**src/sv/huffman_code_length_builder_macros.svh**
```systemverilog
// ----------------------------------------------------------------------------
// Huffman code length builder assertion macros
// Shared concurrent assertion forms, clocked on clock, disabled in reset.
// ----------------------------------------------------------------------------
`ifndef HUFFMAN_CODE_LENGTH_BUILDER_MACROS_SVH
`define HUFFMAN_CODE_LENGTH_BUILDER_MACROS_SVH

// consequent must hold in the same cycle as the antecedent
`define HCLB_ASSERT_SAME(lbl, ante, cons, msg) \
lbl: assert property (@(posedge clock) disable iff (reset) (ante) |-> (cons)) else $error(msg);

// consequent must hold in the cycle after the antecedent
`define HCLB_ASSERT_NEXT(lbl, ante, cons, msg) \
lbl: assert property (@(posedge clock) disable iff (reset) (ante) |=> (cons)) else $error(msg);

`endif

```
**src/sv/hclb_ram.sv**
```systemverilog
// ----------------------------------------------------------------------------
// hclb_ram
// Simple dual-port RAM: one write port, one read port with registered data.
// ----------------------------------------------------------------------------
module hclb_ram #(
   parameter int WIDTH = 8,
   parameter int DEPTH = 16,
   localparam int AW   = $clog2(DEPTH)
) (
   input  logic             clock,
   input  logic             wr_en,
   input  logic [AW-1:0]    wr_addr,
   input  logic [WIDTH-1:0] wr_data,
   input  logic             rd_en,
   input  logic [AW-1:0]    rd_addr,
   output logic [WIDTH-1:0] rd_data
);

   logic [WIDTH-1:0] mem [DEPTH];

   always_ff @(posedge clock) begin
      if (wr_en) begin
         mem[wr_addr] <= wr_data;
      end
   end

   always_ff @(posedge clock) begin
      if (rd_en) begin
         rd_data <= mem[rd_addr];
      end
   end

endmodule

```
**config.mk**
```make
export PLATFORM = sky130hd
export DESIGN_NAME = hclb_ram
export DESIGN_NICKNAME = d
export VERILOG_FILES = /design/src/sv/huffman_code_length_builder_macros.svh /design/src/sv/hclb_ram.sv
export SDC_FILE = /design/constraint.sdc
export NUM_CORES = 1
export LEC_CHECK = 0
export ABC_AREA = 1
export ABC_CLOCK_PERIOD_IN_PS = 2980
export BUFFER_PORTS_ARGS = -buffer_cell sky130_fd_sc_hd__buf_2
export CAP_MARGIN = 30
export CORE_MARGIN = 5
export CORE_UTILIZATION = 50
export CTS_CLUSTER_DIAMETER = 100
export DETAILED_ROUTE_END_ITERATION = 6
export PLACE_DENSITY = 0.79
export SYNTH_ARGS = -nofsm -noshare
export SYNTH_HDL_FRONTEND = slang
export SYNTH_SLANG_ARGS = --single-unit
```
**constraint.sdc**
```tcl
create_clock -name clock -period 2.98 [get_ports clock]
set_input_delay 0.298 -clock clock [delete_from_list [all_inputs] [get_ports clock]]
set_output_delay 0.298 -clock clock [all_outputs]
set_load 0.01 [all_outputs]
```
==> run_results.csv, run 1 <==
group,metric,value,unit
route,routed_wl,13400,um
final_layout,final_common_cell,"nand2_1",
final_layout,area_growth,13.5,%
die,start_util,51.2,%
setup_path,cp-end-kind,"flip-flop",
global_routing,grt_pass1_wl,21000,um
final_layout,fill_cells,896,
clock_tree,cts_buffers,17,
clock_tree,root_buffer,"clkbuf_16",
setup_path,ff2ff_setup_slack,1.74,ns
global_routing,grt_pass1_vias,3959,
die,ioPinCount,27,
final_layout,diodes,0,
clock_tree,clkLatencyLatePin,0.41,ns
route,wl_met2,6560,um
clock_tree,clk_pin_slew,0.06,ns
clock_tree,hold_buffers,0,
final_layout,final_nets,594,
route,drt-initial-drc-count,437,
sta,tightest_slew,1.01,ns
die,die_w,118,um
setup_path,crit_type,"in2reg",
global_routing,grt_max_degree,65,
sta,fmax,670,MHz
yosys,synth_seq_cells,136,
final_layout,final_area,0.00664,mm2
yosys,synth_top_family_by_area,"simple AND/OR/NAND/NOR gates",
power_and_ir_drop,ir_drop,0.000380,V
route,num_vias,3956,
sta,relSlewSlack,32.6,%
setup_path,crit_path_start_kind,"primary input",
die,dieArea,0.0140,mm2
yosys,syn_area,0.00585,mm2
route,antenna_left,0,
min_path,min_path_type,"in2reg",
final_layout,drive_gt1_share,10.4,%
yosys,muxShareOfSynthArea,0,%
die,die_y,118,um
yosys,syn_area_per_cell,10.6,um2
yosys,synth_cell_types,11,
power_and_ir_drop,leakagePower,2.85,nW
sta,report.final.slew_viol_count,0,
setup_path,critPathMaxFanout,36,
run,maxCapViolCount,0,
die,core,0.0114,mm2
route,firstDrtPassIters,5,
route,avgRoutedWirePerCell,18.4,um
clock_tree,clock_sinks,136,
global_routing,antenna_found_initial,0,
sta,post-route-min-period,1.49,ns
clock_tree,cts_setup_buffers,0,
global_routing,grt_overflow,0,
yosys,yosys.area_share.adder,0,%
sta,final_hold_viol_count,0,
power_and_ir_drop,power_density,691,mW/mm2
sta,post-route-period-util,50.1,%
clock_tree,cts_tree,"done",
sta,setup_viol,0,
placed_design,gp_congestion,0.845,
outcome,status,"finished clean",
yosys,synth_nets,570,
sta,rsz0062_at_grt,"no",
clock_tree,cts.repair.resized,0,
yosys,ys_seq_area_share,69.8,%
route,via_per_inst,5.41,
route,met1Wirelength,5320,um
yosys,synth_compound_area_share,0,%
setup_path,cp.arrival,1.64,ns
final_layout,layout_common_cells,"nand2_1, edfxtp_1, inv_1",
yosys,ys_warn_count,0,
placed_design,place_area,0.00602,mm2
yosys,synthCells,551,
yosys,synth_simple_gate_area_share,20.8,%
route,drc_errors,0,
clock_tree,clock_path_buffers,2,
placed_design,io_buffers,26,
clock_tree,htreeDepth,4,
setup_path,crit_required,3.13,ns
yosys,synthXorXnorAreaFrac,0,%
route,top_layer,"met4",
placed_design,hpwl,7840,um
die,rows,39,
sta,fin_setup_tns,0,ns
route,met3_length,1230,um
global_routing,grtUsageTotal,19.7,%
sta,skew,0.00662,ns
==> flip-flops by register name, indices dropped and copies added (netlist names) <==
| name | count |
|---|---|
| mem | 128 |
| rd_data | 8 |
==> worst max-delay path: stages <==
cell and delay, ns:
buf_2 0.11, inv_2 0.39, buf_12 0.28, nand2_1 0.07, nand3_1 0.08, nand3_1 0.13
nand3_1 0.16, nand2_1 0.12
==> logic make-up after synthesis <==
group	count (synthesis)
simple gates	289
flops	136
buf+inv	126
==> Yosys cell counts <==
library cell	number	share of area (%)
nand2_1	173	11
edfxtp_1	136	70
inv_1	100	6.4
nand3_1	97	8.3
nor2_1	17	1.1
buf_2	13	1.1
buf_6	6	1.2
buf_4	4	0.51
inv_2	2	0.13
nand3b_1	2	0.26
buf_1	1	0.064
==> cell type report <==
class / count / area (um2) / area share [%]
multi-input combinational: 289 / 1210 / 18.3
clock inverter: 14 / 181 / 2.73
timing repair buffer: 29 / 165 / 2.49
clock buffer: 18 / 429 / 6.47
sequential: 136 / 4080 / 61.6
tap: 143 / 179 / 2.70
inverter: 102 / 383 / 5.77
==> final timing paths <==
check / start / to / cells past startpoint
max: rd_addr[0] / rd_data[3] / 8
min: rd_en / rd_data[3] / 1
max reg2reg: mem[7][3] / rd_data[3] / 6
min reg2reg: mem[10][6] / rd_data[6] / 6
==> metal layers <==
layer	up-vias	track usage (%)
li1	1828	-
met1	1863	25.0
met2	228	31.8
met3	37	6.16
met4	0	7.46
met5	-	0
==> through the flow <==
| step | cells | setup WS [ns] | utilization [%] | hold WS [ns] | total power [mW] |
|---|---|---|---|---|---|
| after global routing | 731 | 1.40 | 58.1 | 0.227 | 4.72 |
| after detailed placement | 699 | 1.13 | 52.8 | 0.656 | 2.46 |
| after floorplan | 551 | 1.73 | - | 0.397 | 2.36 |
| after CTS | 731 | 1.54 | 58.1 | 0.229 | 4.59 |
| final | 731 | 1.49 | 58.1 | 0.234 | 4.58 |
| after global placement | 699 | 1.19 | 52.8 | 0.654 | 2.45 |
==> report_power, final <==
part	leakage, nW	switching (mW)	internal, mW	total, mW
Clock	0.297	0.772	1.39	2.16
Combinational	1.31	0.187	0.0682	0.256
Sequential	1.24	0.0114	2.16	2.17
Total	2.85	0.970	3.61	4.58
(Power assumes the default switching activity.)
==> run 2, diff against run 1 <==
--- a/config.mk
+++ b/config.mk
@@ -6,14 +6,14 @@
 export NUM_CORES = 1
 export LEC_CHECK = 0
 export ABC_AREA = 1
-export ABC_CLOCK_PERIOD_IN_PS = 2980
+export ABC_CLOCK_PERIOD_IN_PS = 1300
 export BUFFER_PORTS_ARGS = -buffer_cell sky130_fd_sc_hd__buf_2
 export CAP_MARGIN = 30
 export CORE_MARGIN = 5
 export CORE_UTILIZATION = 50
 export CTS_CLUSTER_DIAMETER = 100
 export DETAILED_ROUTE_END_ITERATION = 6
-export PLACE_DENSITY = 0.79
+export PLACE_DENSITY = 0.82
 export SYNTH_ARGS = -nofsm -noshare
 export SYNTH_HDL_FRONTEND = slang
 export SYNTH_SLANG_ARGS = --single-unit
==> constraint.sdc (replaced) <==
create_clock -name clock -period 1.3 [get_ports clock]
set_input_delay 0.13 -clock clock [delete_from_list [all_inputs] [get_ports clock]]
set_output_delay 0.13 -clock clock [all_outputs]
set_load 0.01 [all_outputs]
==> run 2 against run 1 <==
Effect of this change:
- register-to-register slack worse by 1.6 ns
- first-iteration DRC count up 14%
- highest routed layer unchanged
- sequential cell count unchanged
- clock skew decreased by 0.0017 ns
- critical path type is now reg2reg
==> run_results.csv, run 2 (synthesized netlist as in run 1, its figures left out) <==
group,metric,value,unit
setup_path,cp_cell_sequence,"inv_1 -> nand2_1 -> nand3_1 -> nand3_1 -> nand3_1 -> nand2_1",
final_layout,final_nets,615,
placed_design,io_buffers,26,
final_layout,largest_register,"mem",
die,rows,39,
power_and_ir_drop,ir_drop,0.00103,V
die,start_util,51.2,%
outcome,status,"finished clean",
clock_tree,cts_setup_buffers,0,
route,antenna_left,0,
sta,relSlewSlack,59.0,%
setup_path,path_buf_inv,1,
run,maxCapViolCount,0,
clock_tree,root_buffer,"clkbuf_16",
global_routing,grtUsageTotal,20.5,%
placed_design,gp_congestion,0.876,
clock_tree,clk_pin_slew,0.06,ns
clock_tree,hold_buffers,0,
global_routing,grt_max_degree,53,
setup_path,crit_family,"simple AND/OR/NAND/NOR gates",
die,die_y,118,um
clock_tree,cts.repair.resized,0,
sta,post-route-period-util,91.0,%
final_layout,reg_top3,"mem (128), rd_data (8)",
sta,tightest_slew,0.614,ns
clock_tree,clock_sinks,136,
sta,fin_setup_tns,0,ns
min_path,min_path_cells,1,
final_layout,layout_common_cells,"nand2_1, edfxtp_1, inv_1",
route,drc_errors,0,
sta,setup_viol,0,
setup_path,ff2ff_setup_slack,0.12,ns
sta,skew,0.00496,ns
min_path,worstHoldStart,"rd_en",
global_routing,antenna_found_initial,0,
setup_path,critPathMaxFanout,1,
setup_path,crit_required,1.46,ns
setup_path,crit_path_start_kind,"flip-flop",
setup_path,crit_type,"reg2reg",
clock_tree,clkLatencyLatePin,0.41,ns
global_routing,grt_overflow,0,
clock_tree,cts_buffers,17,
route,num_vias,4166,
power_and_ir_drop,power_density,1520,mW/mm2
final_layout,area_growth,16.3,%
placed_design,hpwl,8500,um
setup_path,cp.arrival,1.34,ns
power_and_ir_drop,leakagePower,2.95,nW
global_routing,grt_pass1_vias,4120,
route,avgRoutedWirePerCell,18.5,um
route,via_per_inst,5.55,
die,ioPinCount,27,
setup_path,timing.rr.end,"rd_data[5]",
final_layout,fill_cells,864,
setup_path,cp_common_cell,"nand3_1",
setup_path,r2r_start,"mem[6][5]",
sta,report.final.slew_viol_count,0,
clock_tree,clock_path_buffers,2,
final_layout,largest_register_ffs,128,
setup_path,critPathMaxStageDelay,0.37,ns
route,drt-initial-drc-count,497,
power_and_ir_drop,power.total,10.4,mW
sta,fmax,845,MHz
sta,post-route-min-period,1.18,ns
final_layout,drive_gt1_share,13.2,%
min_path,min_to,"rd_data[0]",
global_routing,grt_pass1_wl,21900,um
sta,rsz0062_at_grt,"no",
die,dieArea,0.0140,mm2
setup_path,cp-end-kind,"flip-flop",
route,firstDrtPassIters,5,
die,die_w,118,um
clock_tree,htreeDepth,4,
final_layout,final_common_cell,"nand2_1",
setup_path,worstRegToRegCells,6,
final_layout,diodes,0,
sta,final_hold_viol_count,0,
clock_tree,cts_tree,"done",
min_path,min_path_type,"in2reg",
route,routed_wl,13900,um
die,core,0.0114,mm2
setup_path,slowest_stage,"edfxtp_1",
[run 2: worst reg2reg max path: stages (launching register included)]
cell and delay [ns]:
edfxtp_1 0.37, inv_1 0.06, nand2_1 0.05, nand3_1 0.08, nand3_1 0.13, nand3_1 0.16, nand2_1 0.09
[run 2: layout make-up]
type / instances / area (um2) / area share [%]
clock inverter: 14 / 158 / 2.32
inverter: 102 / 383 / 5.63
sequential: 136 / 4080 / 60.0
multi-input combinational: 289 / 1210 / 17.8
clock buffer: 17 / 425 / 6.25
tap: 143 / 179 / 2.63
timing repair buffer: 50 / 360 / 5.30
[run 2: power by group]
group / total (mW) / internal, mW / leakage [nW] / switching (mW)
Combinational: 0.634 / 0.189 / 1.44 / 0.445
Clock: 4.75 / 2.98 / 0.281 / 1.77
Sequential: 4.98 / 4.94 / 1.24 / 0.0362
[run 2: how the worst max path moves through the flow]
stage                from          to  slack (ns)  cells past startpoint
4_1_cts         mem[6][5]  rd_data[5]        0.13                      6
3_3_place_gp   rd_addr[1]  rd_data[5]       -0.01                      6
6_report        mem[6][5]  rd_data[5]        0.12                      6
2_1_floorplan  wr_addr[2]  mem[10][0]        0.22                      2
5_1_grt         mem[7][0]  rd_data[0]        0.06                      6
3_5_place_dp   rd_addr[1]  rd_data[5]       -0.05                      6
[run 2: layer usage]
| metal | GRT usage [%] | part of all wire, % |
|---|---|---|
| met5 | 0 | 0 |
| met4 | 9.89 | 3.7 |
| met3 | 5.01 | 9.9 |
| met2 | 33.1 | 49 |
| met1 | 26.0 | 37 |
[run 2: through the flow]
| stage | hold slack [ns] | area (um2) | cells | setup WS [ns] | utilization [%] |
|---|---|---|---|---|---|
| 5_1_grt | 0.0843 | 6800 | 751 | 0.0552 | 59.6 |
| 4_1_cts | 0.0718 | 6800 | 751 | 0.131 | 59.6 |
| 3_3_place_gp | 0.496 | 6220 | 720 | -0.0120 | 54.5 |
| 6_report | 0.0851 | 6800 | 751 | 0.117 | 59.6 |
| 2_1_floorplan | 0.229 | 5850 | 551 | 0.219 | - |
| 3_5_place_dp | 0.500 | 6220 | 720 | -0.0479 | 54.5 |
