[config.mk]
export PLATFORM = sky130hd
export DESIGN_NAME = hclb_sift
export DESIGN_NICKNAME = d
export VERILOG_FILES = /design/src/sv/huffman_code_length_builder_macros.svh /design/src/sv/hclb_pkg.sv /design/src/sv/hclb_sift.sv
export SDC_FILE = /design/constraint.sdc
export NUM_CORES = 1
export LEC_CHECK = 0
export BUFFER_PORTS_ARGS = -buffer_cell sky130_fd_sc_hd__buf_4
export CORE_UTILIZATION = 45
export DETAILED_ROUTE_END_ITERATION = 7
export PLACE_DENSITY = 0.69
export SYNTH_ARGS = -nofsm -noshare
export SYNTH_HDL_FRONTEND = slang
export SYNTH_SLANG_ARGS = --single-unit
[constraint.sdc]
create_clock -name clock -period 5.65 [get_ports clock]
set_input_delay 0.2825 -clock clock [delete_from_list [all_inputs] [get_ports clock]]
set_output_delay 0.2825 -clock clock [all_outputs]
set_load 0.02 [all_outputs]
[src/sv/huffman_code_length_builder_macros.svh]
// ----------------------------------------------------------------------------
// Huffman code length builder assertion macros
// Shared concurrent assertion forms, clocked on clock, disabled in reset.
// ----------------------------------------------------------------------------
`ifndef HUFFMAN_CODE_LENGTH_BUILDER_MACROS_SVH
`define HUFFMAN_CODE_LENGTH_BUILDER_MACROS_SVH

// consequent must hold in the same cycle as the antecedent
`define HCLB_ASSERT_SAME(lbl, ante, cons, msg) \
lbl: assert property (@(posedge clock) disable iff (reset) (ante) |-> (cons)) else $error(msg);

// consequent must hold in the cycle after the antecedent
`define HCLB_ASSERT_NEXT(lbl, ante, cons, msg) \
lbl: assert property (@(posedge clock) disable iff (reset) (ante) |=> (cons)) else $error(msg);

`endif

[src/sv/hclb_pkg.sv]
// ----------------------------------------------------------------------------
// hclb_pkg
// Types, constants and state encodings of the Huffman code length builder.
// ----------------------------------------------------------------------------
package hclb_pkg;

   localparam int COUNT_WIDTH = 32;
   localparam int MAX_LEVEL   = 24;

   localparam int NSYM       = 257;
   localparam int EOB_SYM    = 256;
   localparam int HEAP_SLOTS = 258;
   localparam int NODE_SLOTS = 513;

   localparam int SYM_AW   = $clog2(NSYM);
   localparam int HEAP_AW  = $clog2(HEAP_SLOTS);
   localparam int NODE_AW  = $clog2(NODE_SLOTS);
   localparam int DEPTH_W  = 9;
   localparam int LEVEL_W  = $clog2(MAX_LEVEL + 1);
   localparam int LC_W     = 9;
   localparam int WEIGHT_W = COUNT_WIDTH + 10;
   localparam int PROD_W   = DEPTH_W + COUNT_WIDTH;
   localparam int BITS_W   = PROD_W + 9;
   localparam int ANSWER_W = 40;

   localparam logic [2:0] KIND_DATA   = 3'd0;
   localparam logic [2:0] KIND_BUILD  = 3'd1;
   localparam logic [2:0] KIND_QLEN   = 3'd2;
   localparam logic [2:0] KIND_QLEVEL = 3'd3;
   localparam logic [2:0] KIND_CLEAR  = 3'd4;

   localparam logic [1:0] CSR_LIMIT_ENABLE = 2'd0;
   localparam logic [1:0] CSR_BYTE_LIMIT   = 2'd1;

   typedef struct packed {
      logic [2:0] kind;
      logic [8:0] value;
   } req_type;

   typedef struct packed {
      logic [ANSWER_W-1:0] answer;
      logic [8:0]          max_level;
      logic [8:0]          distinct;
      logic [31:0]         total_bytes;
      logic                overflow;
   } rsp_type;

   typedef struct packed {
      logic [WEIGHT_W-1:0] weight;
      logic [NODE_AW-1:0]  node;
   } heap_entry_type;

   typedef struct packed {
      logic               rd_en;
      logic [HEAP_AW-1:0] rd_addr;
      logic               wr_en;
      logic [HEAP_AW-1:0] wr_addr;
      heap_entry_type     wr_data;
   } heap_req_type;

   typedef enum logic [2:0] {
      SF_IDLE,
      SF_RD,
      SF_LDW,
      SF_CHK,
      SF_K0,
      SF_K1,
      SF_DEC
   } sift_state_type;

   typedef enum logic [4:0] {
      ST_CLEAR,
      ST_IDLE,
      ST_DATA_WR,
      ST_QLEN,
      ST_LOAD_RD,
      ST_LOAD_WR,
      ST_HEAPIFY,
      ST_HEAPIFY_WAIT,
      ST_MERGE,
      ST_MERGE_FIRST,
      ST_MERGE_LAST,
      ST_SIFT_A,
      ST_MERGE_RD,
      ST_MERGE_JOIN,
      ST_SIFT_B,
      ST_DEPTH_RD,
      ST_DEPTH_PAR,
      ST_DEPTH_GET,
      ST_DEPTH_WR,
      ST_DEPTH_MUL,
      ST_DEPTH_ACC,
      ST_SIZE,
      ST_RESP
   } state_type;

endpackage

[src/sv/hclb_sift.sv]
// ----------------------------------------------------------------------------
// hclb_sift
// Binary min-heap sift-down sequencer; at most one heap RAM access per cycle.
// ----------------------------------------------------------------------------
module hclb_sift (
   input  logic                           clock,
   input  logic                           reset,
   input  logic                           start,
   input  logic [hclb_pkg::HEAP_AW-1:0]   pos,
   input  logic [hclb_pkg::HEAP_AW-1:0]   used,
   output logic                           done,
   output hclb_pkg::heap_req_type         heap_req,
   input  hclb_pkg::heap_entry_type       heap_rd
);

   hclb_pkg::sift_state_type           state_ff, state_in;
   logic [hclb_pkg::HEAP_AW-1:0]       pos_ff, pos_in;
   logic [hclb_pkg::HEAP_AW-1:0]       used_ff, used_in;
   logic [hclb_pkg::HEAP_AW-1:0]       k_ff, k_in;
   hclb_pkg::heap_entry_type           cur_ff, cur_in;
   hclb_pkg::heap_entry_type           cand_ff, cand_in;
   logic [hclb_pkg::HEAP_AW-1:0]       half;
   logic [hclb_pkg::HEAP_AW-1:0]       left;

   assign half = used_ff >> 1;
   assign left = {pos_ff[hclb_pkg::HEAP_AW-2:0], 1'b0};

   always_ff @(posedge clock) begin
      if (reset) begin
         state_ff <= hclb_pkg::SF_IDLE;
      end else begin
         state_ff <= state_in;
      end
   end

   always_ff @(posedge clock) begin
      pos_ff  <= pos_in;
      used_ff <= used_in;
      k_ff    <= k_in;
      cur_ff  <= cur_in;
      cand_ff <= cand_in;
   end

   always_comb begin
      state_in = state_ff;
      pos_in   = pos_ff;
      used_in  = used_ff;
      k_in     = k_ff;
      cur_in   = cur_ff;
      cand_in  = cand_ff;
      done     = 1'b0;
      heap_req = '0;
      heap_req.wr_data = cur_ff;
      unique case (state_ff)
         hclb_pkg::SF_IDLE: begin
            if (start) begin
               pos_in   = pos;
               used_in  = used;
               state_in = hclb_pkg::SF_RD;
            end
         end
         hclb_pkg::SF_RD: begin
            heap_req.rd_en   = 1'b1;
            heap_req.rd_addr = pos_ff;
            state_in         = hclb_pkg::SF_LDW;
         end
         hclb_pkg::SF_LDW: begin
            cur_in   = heap_rd;
            state_in = hclb_pkg::SF_CHK;
         end
         hclb_pkg::SF_CHK: begin
            if (pos_ff <= half) begin
               heap_req.rd_en   = 1'b1;
               heap_req.rd_addr = left;
               k_in             = left;
               state_in         = hclb_pkg::SF_K0;
            end else begin
               heap_req.wr_en   = 1'b1;
               heap_req.wr_addr = pos_ff;
               done             = 1'b1;
               state_in         = hclb_pkg::SF_IDLE;
            end
         end
         hclb_pkg::SF_K0: begin
            cand_in = heap_rd;
            if (k_ff < used_ff) begin
               heap_req.rd_en   = 1'b1;
               heap_req.rd_addr = k_ff + 1'b1;
               state_in         = hclb_pkg::SF_K1;
            end else begin
               state_in = hclb_pkg::SF_DEC;
            end
         end
         hclb_pkg::SF_K1: begin
            // right child wins only when strictly lighter
            if (cand_ff.weight > heap_rd.weight) begin
               cand_in = heap_rd;
               k_in    = k_ff + 1'b1;
            end
            state_in = hclb_pkg::SF_DEC;
         end
         hclb_pkg::SF_DEC: begin
            heap_req.wr_en   = 1'b1;
            heap_req.wr_addr = pos_ff;
            if (cur_ff.weight < cand_ff.weight) begin
               done     = 1'b1;
               state_in = hclb_pkg::SF_IDLE;
            end else begin
               heap_req.wr_data = cand_ff;
               pos_in           = k_ff;
               state_in         = hclb_pkg::SF_CHK;
            end
         end
         default: begin
            state_in = hclb_pkg::SF_IDLE;
         end
      endcase
   end

endmodule

==> results.toml, run 1 <==
[clock_network]
cts_resized = 0
cts_post_setup_buffers_inserted = 0
ctsHoldBuffers = 0
clock_tree.buffer_depth = 2
cts_made_buffers = 17
cts_max_level = 4
cts.root.buffer_cell = "clkbuf_16"
cts.sinks = 134
register_clock_pin_slew_on_the_reported_worst_setup_and_hold_paths_ps = 70
cts_tree = "yes"
worst_skew_pair.late_latency_ps = 430

[drt]
wl_um = 18100
dr_wl_met3_um = 1130
wl_per_cell_um = 17.6
detailroute.via_count = 5455
top_layer = "met4"
detailedRoute.firstPassIterationCount = 4
drt_iter0_markers = 251
via_per_inst = 5.31
wl_met1_um = 7730
antenna_left = 0
route.met2.wl_um = 8910
drc_errors = 0

[die]
initial_standard_cell_utilization_of_the_core = 0.463
floorplan.rows = 48
die_area_sq_um = 18500
chipHeight_um = 136
die-width_um = 136
boundary_pins = 146
core_area_sq_um = 17400

[synthesis]
netlist_area_sq_um = 8070
synth_seq_area_share = 0.495
synth-simple-area-share = 0.0721
synth_xor_xnor_area_share = 0.00760
synthesis.yosys.warnings = 0
postSynthCellCount = 631
syn_avg_cell_area_sq_um = 12.8
post_synth_fa_ha_maj_area_fraction = 0.155
synth.area.mux_share = 0.115
syn_nets = 804
proportion_of_synthesized_flip_flops_having_asynchronous_set_or_reset = 0
synth_cell_type_count = 57
synth_seq_cells = 134
synth-edff-count = 131
dominant_combinational_cell_family_by_area_after_synthesis = "adder cells"
synth_compound_gate_area_share = 0.0964
synth_ff_type = "edfxtp_1"

[power_and_ir_drop]
p_leak_uw = 0.00460
p_sw_frac = 0.257
p_int_uw = 1950
seq_power_share = 0.440
switching_pwr_uw = 675
power.density_nw_per_um2 = 262
max-vdd-ir-drop_v = 0.000225
power.share.combinational = 0.112
clock_power_share = 0.449

[sta]
unrepaired_setup_endpoints_after_global_routing = "no"
max_freq_ghz = 0.254
max-slew-margin-rel = 0.481
final_period_minus_worst_setup_slack_ps = 3940
final.setup.tns_ps = 0
timing.final.hold_violations = 0
final-max-slew-violation-count = 0
final_min_period_over_clock_period = 0.698
final.setup_skew_ps = 11.5
timing.final.setup_violations = 0
worst_pin_slew_ps = 779

[final_layout]
area.growth.synth_to_final_pct = 24.1
post_layout_nonfiller_instances = 1028
layout-drive-gt1-share = 0.326
layout.nets = 963
n_antenna_cell = 0

[grt]
first_global_vias = 5721
grt_pass1_wl_um = 28900
globalRouteOverflowTotal = 0
largest_net_degree_at_the_start_of_global_routing = 53
global_route.usage.total = 0.207
grt_antenna_before_repair = 0

[critical_path]
timing.critical_path.from = "cand_ff[22]$_DFFE_PP_"
critPathKind = "reg -> out"
ff2ff_setup_slack_ps = 2280
required_time_at_the_endpoint_of_the_critical_path_ps = 5370
critical_path_arrival_ps = 3660
crit_path_end = "heap_req[51]"
critical_path.startpoint_type = "flip-flop"
crit-reg2reg-launch = "cand_ff[51]$_DFFE_PP_"
timing.critical_path.fanout_max = 41
worst_r2r_endpoint = "cand_ff[32]$_DFFE_PP_"
ff2ff_path_depth = 9
worstSetupEndpointType = "primary output"

[min_path]
min_path_type = "in -> reg"

[place]
port_buffers = 145
placedCellCount = 996
gp_congestion = 0.848
place.detailed.hpwl_um = 13500

[job]
max_cap_violations = 0

[outcome]
run_status = "complete, no violations"
-- layout by cell type, fill, tap and decap left out, types with 3 or more instances in the layout --
| master | netlist | layout |
|---|---|---|
| xnor2_1 | 6 | 6 |
| a21oi_1 | 31 | 31 |
| a221o_1 | 9 | 9 |
| a2111oi_0 | 3 | 3 |
| nand3_1 | 14 | 14 |
| mux2_2 | 20 | 20 |
| clkbuf_16 | 0 | 17 |
| o211ai_1 | 3 | 3 |
| a31oi_1 | 5 | 5 |
| nor3_1 | 7 | 6 |
| and3_1 | 3 | 3 |
| nand2_1 | 23 | 23 |
| nor2_1 | 12 | 12 |
| edfxtp_1 | 131 | 131 |
| mux2_4 | 47 | 47 |
| a21o_1 | 17 | 17 |
| inv_1 | 96 | 96 |
| nand4_1 | 14 | 14 |
| dfxtp_1 | 3 | 3 |
| inv_6 | 0 | 5 |
| inv_8 | 0 | 6 |
| buf_4 | 0 | 150 |
| nor2b_1 | 6 | 6 |
| o21ai_1 | 3 | 3 |
| a211oi_1 | 4 | 4 |
| ha_1 | 100 | 100 |
| and2_1 | 17 | 17 |
| o21ai_0 | 15 | 15 |
-- sequential cells by signal, summed over array words and instances, names as in the netlist --
signal and cells:
k_ff 9, state_ff 3, used_ff 9, cur_ff 52, pos_ff 9, cand_ff 52
-- kinds of logic after synthesis --
| group | Yosys count |
|---|---|
| DFF | 134 |
| AOI/OAI and AO/OA | 109 |
| buffers and inverters | 107 |
| and+or+nand+nor | 107 |
| adders and majority gates | 100 |
| muxes | 67 |
| xor gates and xnor gates | 7 |
-- cell usage after synthesis, types with 3 or more instances --
master | n | area (sq um)
inv_1 | 96 | 360
o21ai_0 | 15 | 75.1
a21oi_1 | 31 | 155
mux2_4 | 47 | 706
ha_1 | 100 | 1250
nand2_1 | 23 | 86.3
nand4_1 | 14 | 87.6
buf_12 | 4 | 80.1
dfxtp_1 | 3 | 60.1
a21o_1 | 17 | 128
o21ai_1 | 3 | 15.0
xnor2_1 | 6 | 52.6
nor3_1 | 7 | 35.0
and3_1 | 3 | 18.8
a2111oi_0 | 3 | 26.3
o211ai_1 | 3 | 22.5
and2_1 | 17 | 106
nor2_1 | 12 | 45.0
nand3_1 | 14 | 70.1
a31oi_1 | 5 | 31.3
a211oi_1 | 4 | 30.0
clkbuf_1 | 4 | 15.0
a221o_1 | 9 | 90.1
mux2_2 | 20 | 225
edfxtp_1 | 131 | 3930
nor2b_1 | 6 | 37.5
-- stage by stage --
step | power [uW] | util | cell area (sq um) | worst slack (ps) | hold slack, ps
2_1_floorplan | 1340 | - | 8080 | 716 | 381
3_3_place_gp | 1460 | 0.539 | 9390 | 2130 | 463
3_5_place_dp | 1470 | 0.539 | 9390 | 2090 | 462
4_1_cts | 2650 | 0.575 | 10000 | 1620 | 16.9
5_1_grt | 2720 | 0.575 | 10000 | 1470 | 10.9
6_report | 2630 | 0.575 | 10000 | 1710 | 34.0
-- area by class of cell --
class	count	area [sq um]
clock buffer	17	425
inverter	97	364
fill	1452	7400
multi-input combinational	390	3630
tap	225	282
timing repair buffer	150	1130
clock inverter	15	196
sequential	134	3990
-- power groups by stage --
stage	combinational (uW)	sequential [uW]	clock (uW)
6_report	294	1150	1180
3_3_place_gp	284	1170	0
3_5_place_dp	293	1180	0
5_1_grt	323	1160	1240
2_1_floorplan	170	1170	0
4_1_cts	296	1150	1200
-- how the worst min path moves through the flow --
stage / from / endpoint / slack (ps) / depth (start not counted)
2_1_floorplan: heap_rd[0] / cand_ff[0]$_DFFE_PP_ / 380 / 0
6_report: used[5] / used_ff[5]$_DFFE_PP_ / 30 / 1
3_3_place_gp: used[7] / used_ff[7]$_DFFE_PP_ / 460 / 1
4_1_cts: used[5] / used_ff[5]$_DFFE_PP_ / 20 / 1
5_1_grt: used[5] / used_ff[5]$_DFFE_PP_ / 10 / 1
3_5_place_dp: used[8] / used_ff[8]$_DFFE_PP_ / 460 / 1
-- worst max-delay path: stages (launching register included) --
cell      delay [ps]
edfxtp_1         420
inv_1             80
ha_1             260
a41oi_2          180
o21ai_1          100
a221oi_1         290
o21ai_0          190
o211ai_1         430
a21o_4           720
mux2_2           410
buf_4            150
-- metal layers --
layer / track usage / vias up
li1: - / 2664
met1: 0.246 / 2610
met2: 0.356 / 155
met3: 0.0623 / 26
met4: 0.0660 / 0
met5: 0 / -
Note: power is estimated with default switching activity, not from simulation.
==> run 2, diff against run 1 <==
==> constraint.sdc (replaced) <==
create_clock -name clock -period 3.5 [get_ports clock]
set_input_delay 0.175 -clock clock [delete_from_list [all_inputs] [get_ports clock]]
set_output_delay 0.175 -clock clock [all_outputs]
set_load 0.02 [all_outputs]
==> run 2 against run 1 <==
Compared with the run above:
- clock power up 47%
- final cell count up 6.4%
- clock skew up 11 ps
- utilization up 3.7 points
- largest cell class unchanged
- highest routed layer unchanged
==> results.toml, run 2 (synthesized netlist as in run 1, its figures left out) <==
[power_and_ir_drop]
power.density_nw_per_um2 = 388
p_leak_uw = 0.00488
max-vdd-ir-drop_v = 0.000302
power_uw = 4140

[sta]
timing.final.hold_violations = 0
final_period_minus_worst_setup_slack_ps = 3370
max_freq_ghz = 0.297
final_min_period_over_clock_period = 0.962
timing.final.setup_violations = 0
unrepaired_setup_endpoints_after_global_routing = "no"
final.setup.tns_ps = 0
final.setup_skew_ps = 22.0
worst_pin_slew_ps = 772
max-slew-margin-rel = 0.479
final-max-slew-violation-count = 0

[critical_path]
critical_path_arrival_ps = 3190
critical_path.startpoint_type = "flip-flop"
critPathKind = "reg -> out"
required_time_at_the_endpoint_of_the_critical_path_ps = 3320
timing.critical_path.fanout_max = 16
ff2ff_path_depth = 10
worstSetupEndpointType = "primary output"

[drt]
detailroute.via_count = 5790
drt_iter0_markers = 299
route.met2.wl_um = 9590
wl_per_cell_um = 17.5
detailedRoute.firstPassIterationCount = 5
antenna_left = 0
wl_met1_um = 8220
wl_um = 19200
via_per_inst = 5.29
drc_errors = 0
dr_wl_met3_um = 1030
top_layer = "met4"

[grt]
globalRouteOverflowTotal = 0
global_route.usage.total = 0.218
grt_antenna_before_repair = 0
grt_pass1_wl_um = 30400
largest_net_degree_at_the_start_of_global_routing = 54
first_global_vias = 6200

[final_layout]
layout.nets = 1029
layout-drive-gt1-share = 0.306
mostFrequentLayoutCell = "buf_4"
area.growth.synth_to_final_pct = 32.0
n_antenna_cell = 0
most-common-layout-cells = "152 x buf_4, 131 x edfxtp_1, 100 x ha_1, 96 x inv_1, 61 x dlygate4sd3_1"
layout_top_registers = "cand_ff (52), cur_ff (52)"

[die]
floorplan.rows = 48
initial_standard_cell_utilization_of_the_core = 0.463
chipHeight_um = 136
boundary_pins = 146
die_area_sq_um = 18500
core_area_sq_um = 17400
die-width_um = 136

[clock_network]
cts_made_buffers = 17
cts_max_level = 4
clock_tree.buffer_depth = 2
cts.sinks = 134
cts.root.buffer_cell = "clkbuf_16"
register_clock_pin_slew_on_the_reported_worst_setup_and_hold_paths_ps = 70
cts_tree = "yes"
worst_skew_pair.late_latency_ps = 430

[place]
gp_congestion = 0.848
place.detailed.hpwl_um = 14000
port_buffers = 145

[min_path]
min_path_cells = 3
min_path_type = "in -> reg"

[outcome]
run_status = "complete, no violations"

[job]
max_cap_violations = 0
[run 2: changes by cell type in the layout (fill, tap and decap cells not counted), sizes merged]
| cell | before | now |
|---|---|---|
| dlygate4sd3 | 0 | 61 |
| buf | 150 | 155 |
| clkinv | 3 | 7 |
| inv | 107 | 103 |
| bufinv | 2 | 1 |
| clkbuf | 17 | 18 |
[run 2: final timing paths]
check,from,to,slack (ps)
hold / removal,pos[5],pos_ff[5]$_DFFE_PP_,40
setup / recovery,cur_ff[37]$_DFFE_PP_,heap_req[31],130
hold reg to reg,state_ff[1]$_SDFFE_PP0P_,state_ff[2]$_SDFFE_PP0P_,660
setup reg to reg,cand_ff[49]$_DFFE_PP_,cand_ff[48]$_DFFE_PP_,510
[run 2: cell type report]
class | count | area (sq um)
Fill cell | 1343 | 6760
Sequential cell | 134 | 3990
Multi-Input combinational cell | 390 | 3640
Timing Repair Buffer | 216 | 1810
Clock buffer | 18 | 429
Inverter | 97 | 364
Tap cell | 225 | 282
Clock inverter | 14 | 138
[run 2: where the power goes]
| part | internal (uW) | leakage, uW | switching (uW) |
|---|---|---|---|
| Sequential | 1830 | 0.00122 | 39.3 |
| Clock | 996 | 0.000280 | 741 |
| Combinational | 271 | 0.00338 | 261 |
[run 2: layer usage]
metal	track usage	vias to the layer above
li1	-	2799
met1	0.251	2797
met2	0.386	169
met3	0.0488	25
met4	0.0944	0
met5	0	-
[run 2: timing repair]
item,4_1_cts,5_1_grt
pin swaps,2,2
setup buffers,1,1
endpoints found under the setup margin,39,52
gates resized for setup,1,4
hold endpoints to repair,113,0
hold buffers,61,0
[run 2: critical path: stages (launching register included)]
cell       delay [ps]
edfxtp_1          430
ha_1              360
nand4_1           230
nor2_1             80
a221oi_2          280
a21oi_2           100
a2111oi_4         330
a21o_4            210
buf_8             220
mux2_4            340
buf_4             160
[run 2: per-stage QoR]
stage / setup slack, ps / instance area [sq um] / util / hold slack, ps / std cells
global placement: 286 / 9440 / 0.542 / 355 / 1000
detailed placement: 239 / 9440 / 0.542 / 354 / 1000
floorplan: 133 / 8090 / - / 274 / 631
global route: 1.50 / 10700 / 0.612 / 33.9 / 1094
CTS: 3.51 / 10600 / 0.610 / 16.4 / 1094
finish: 131 / 10700 / 0.612 / 36.1 / 1094
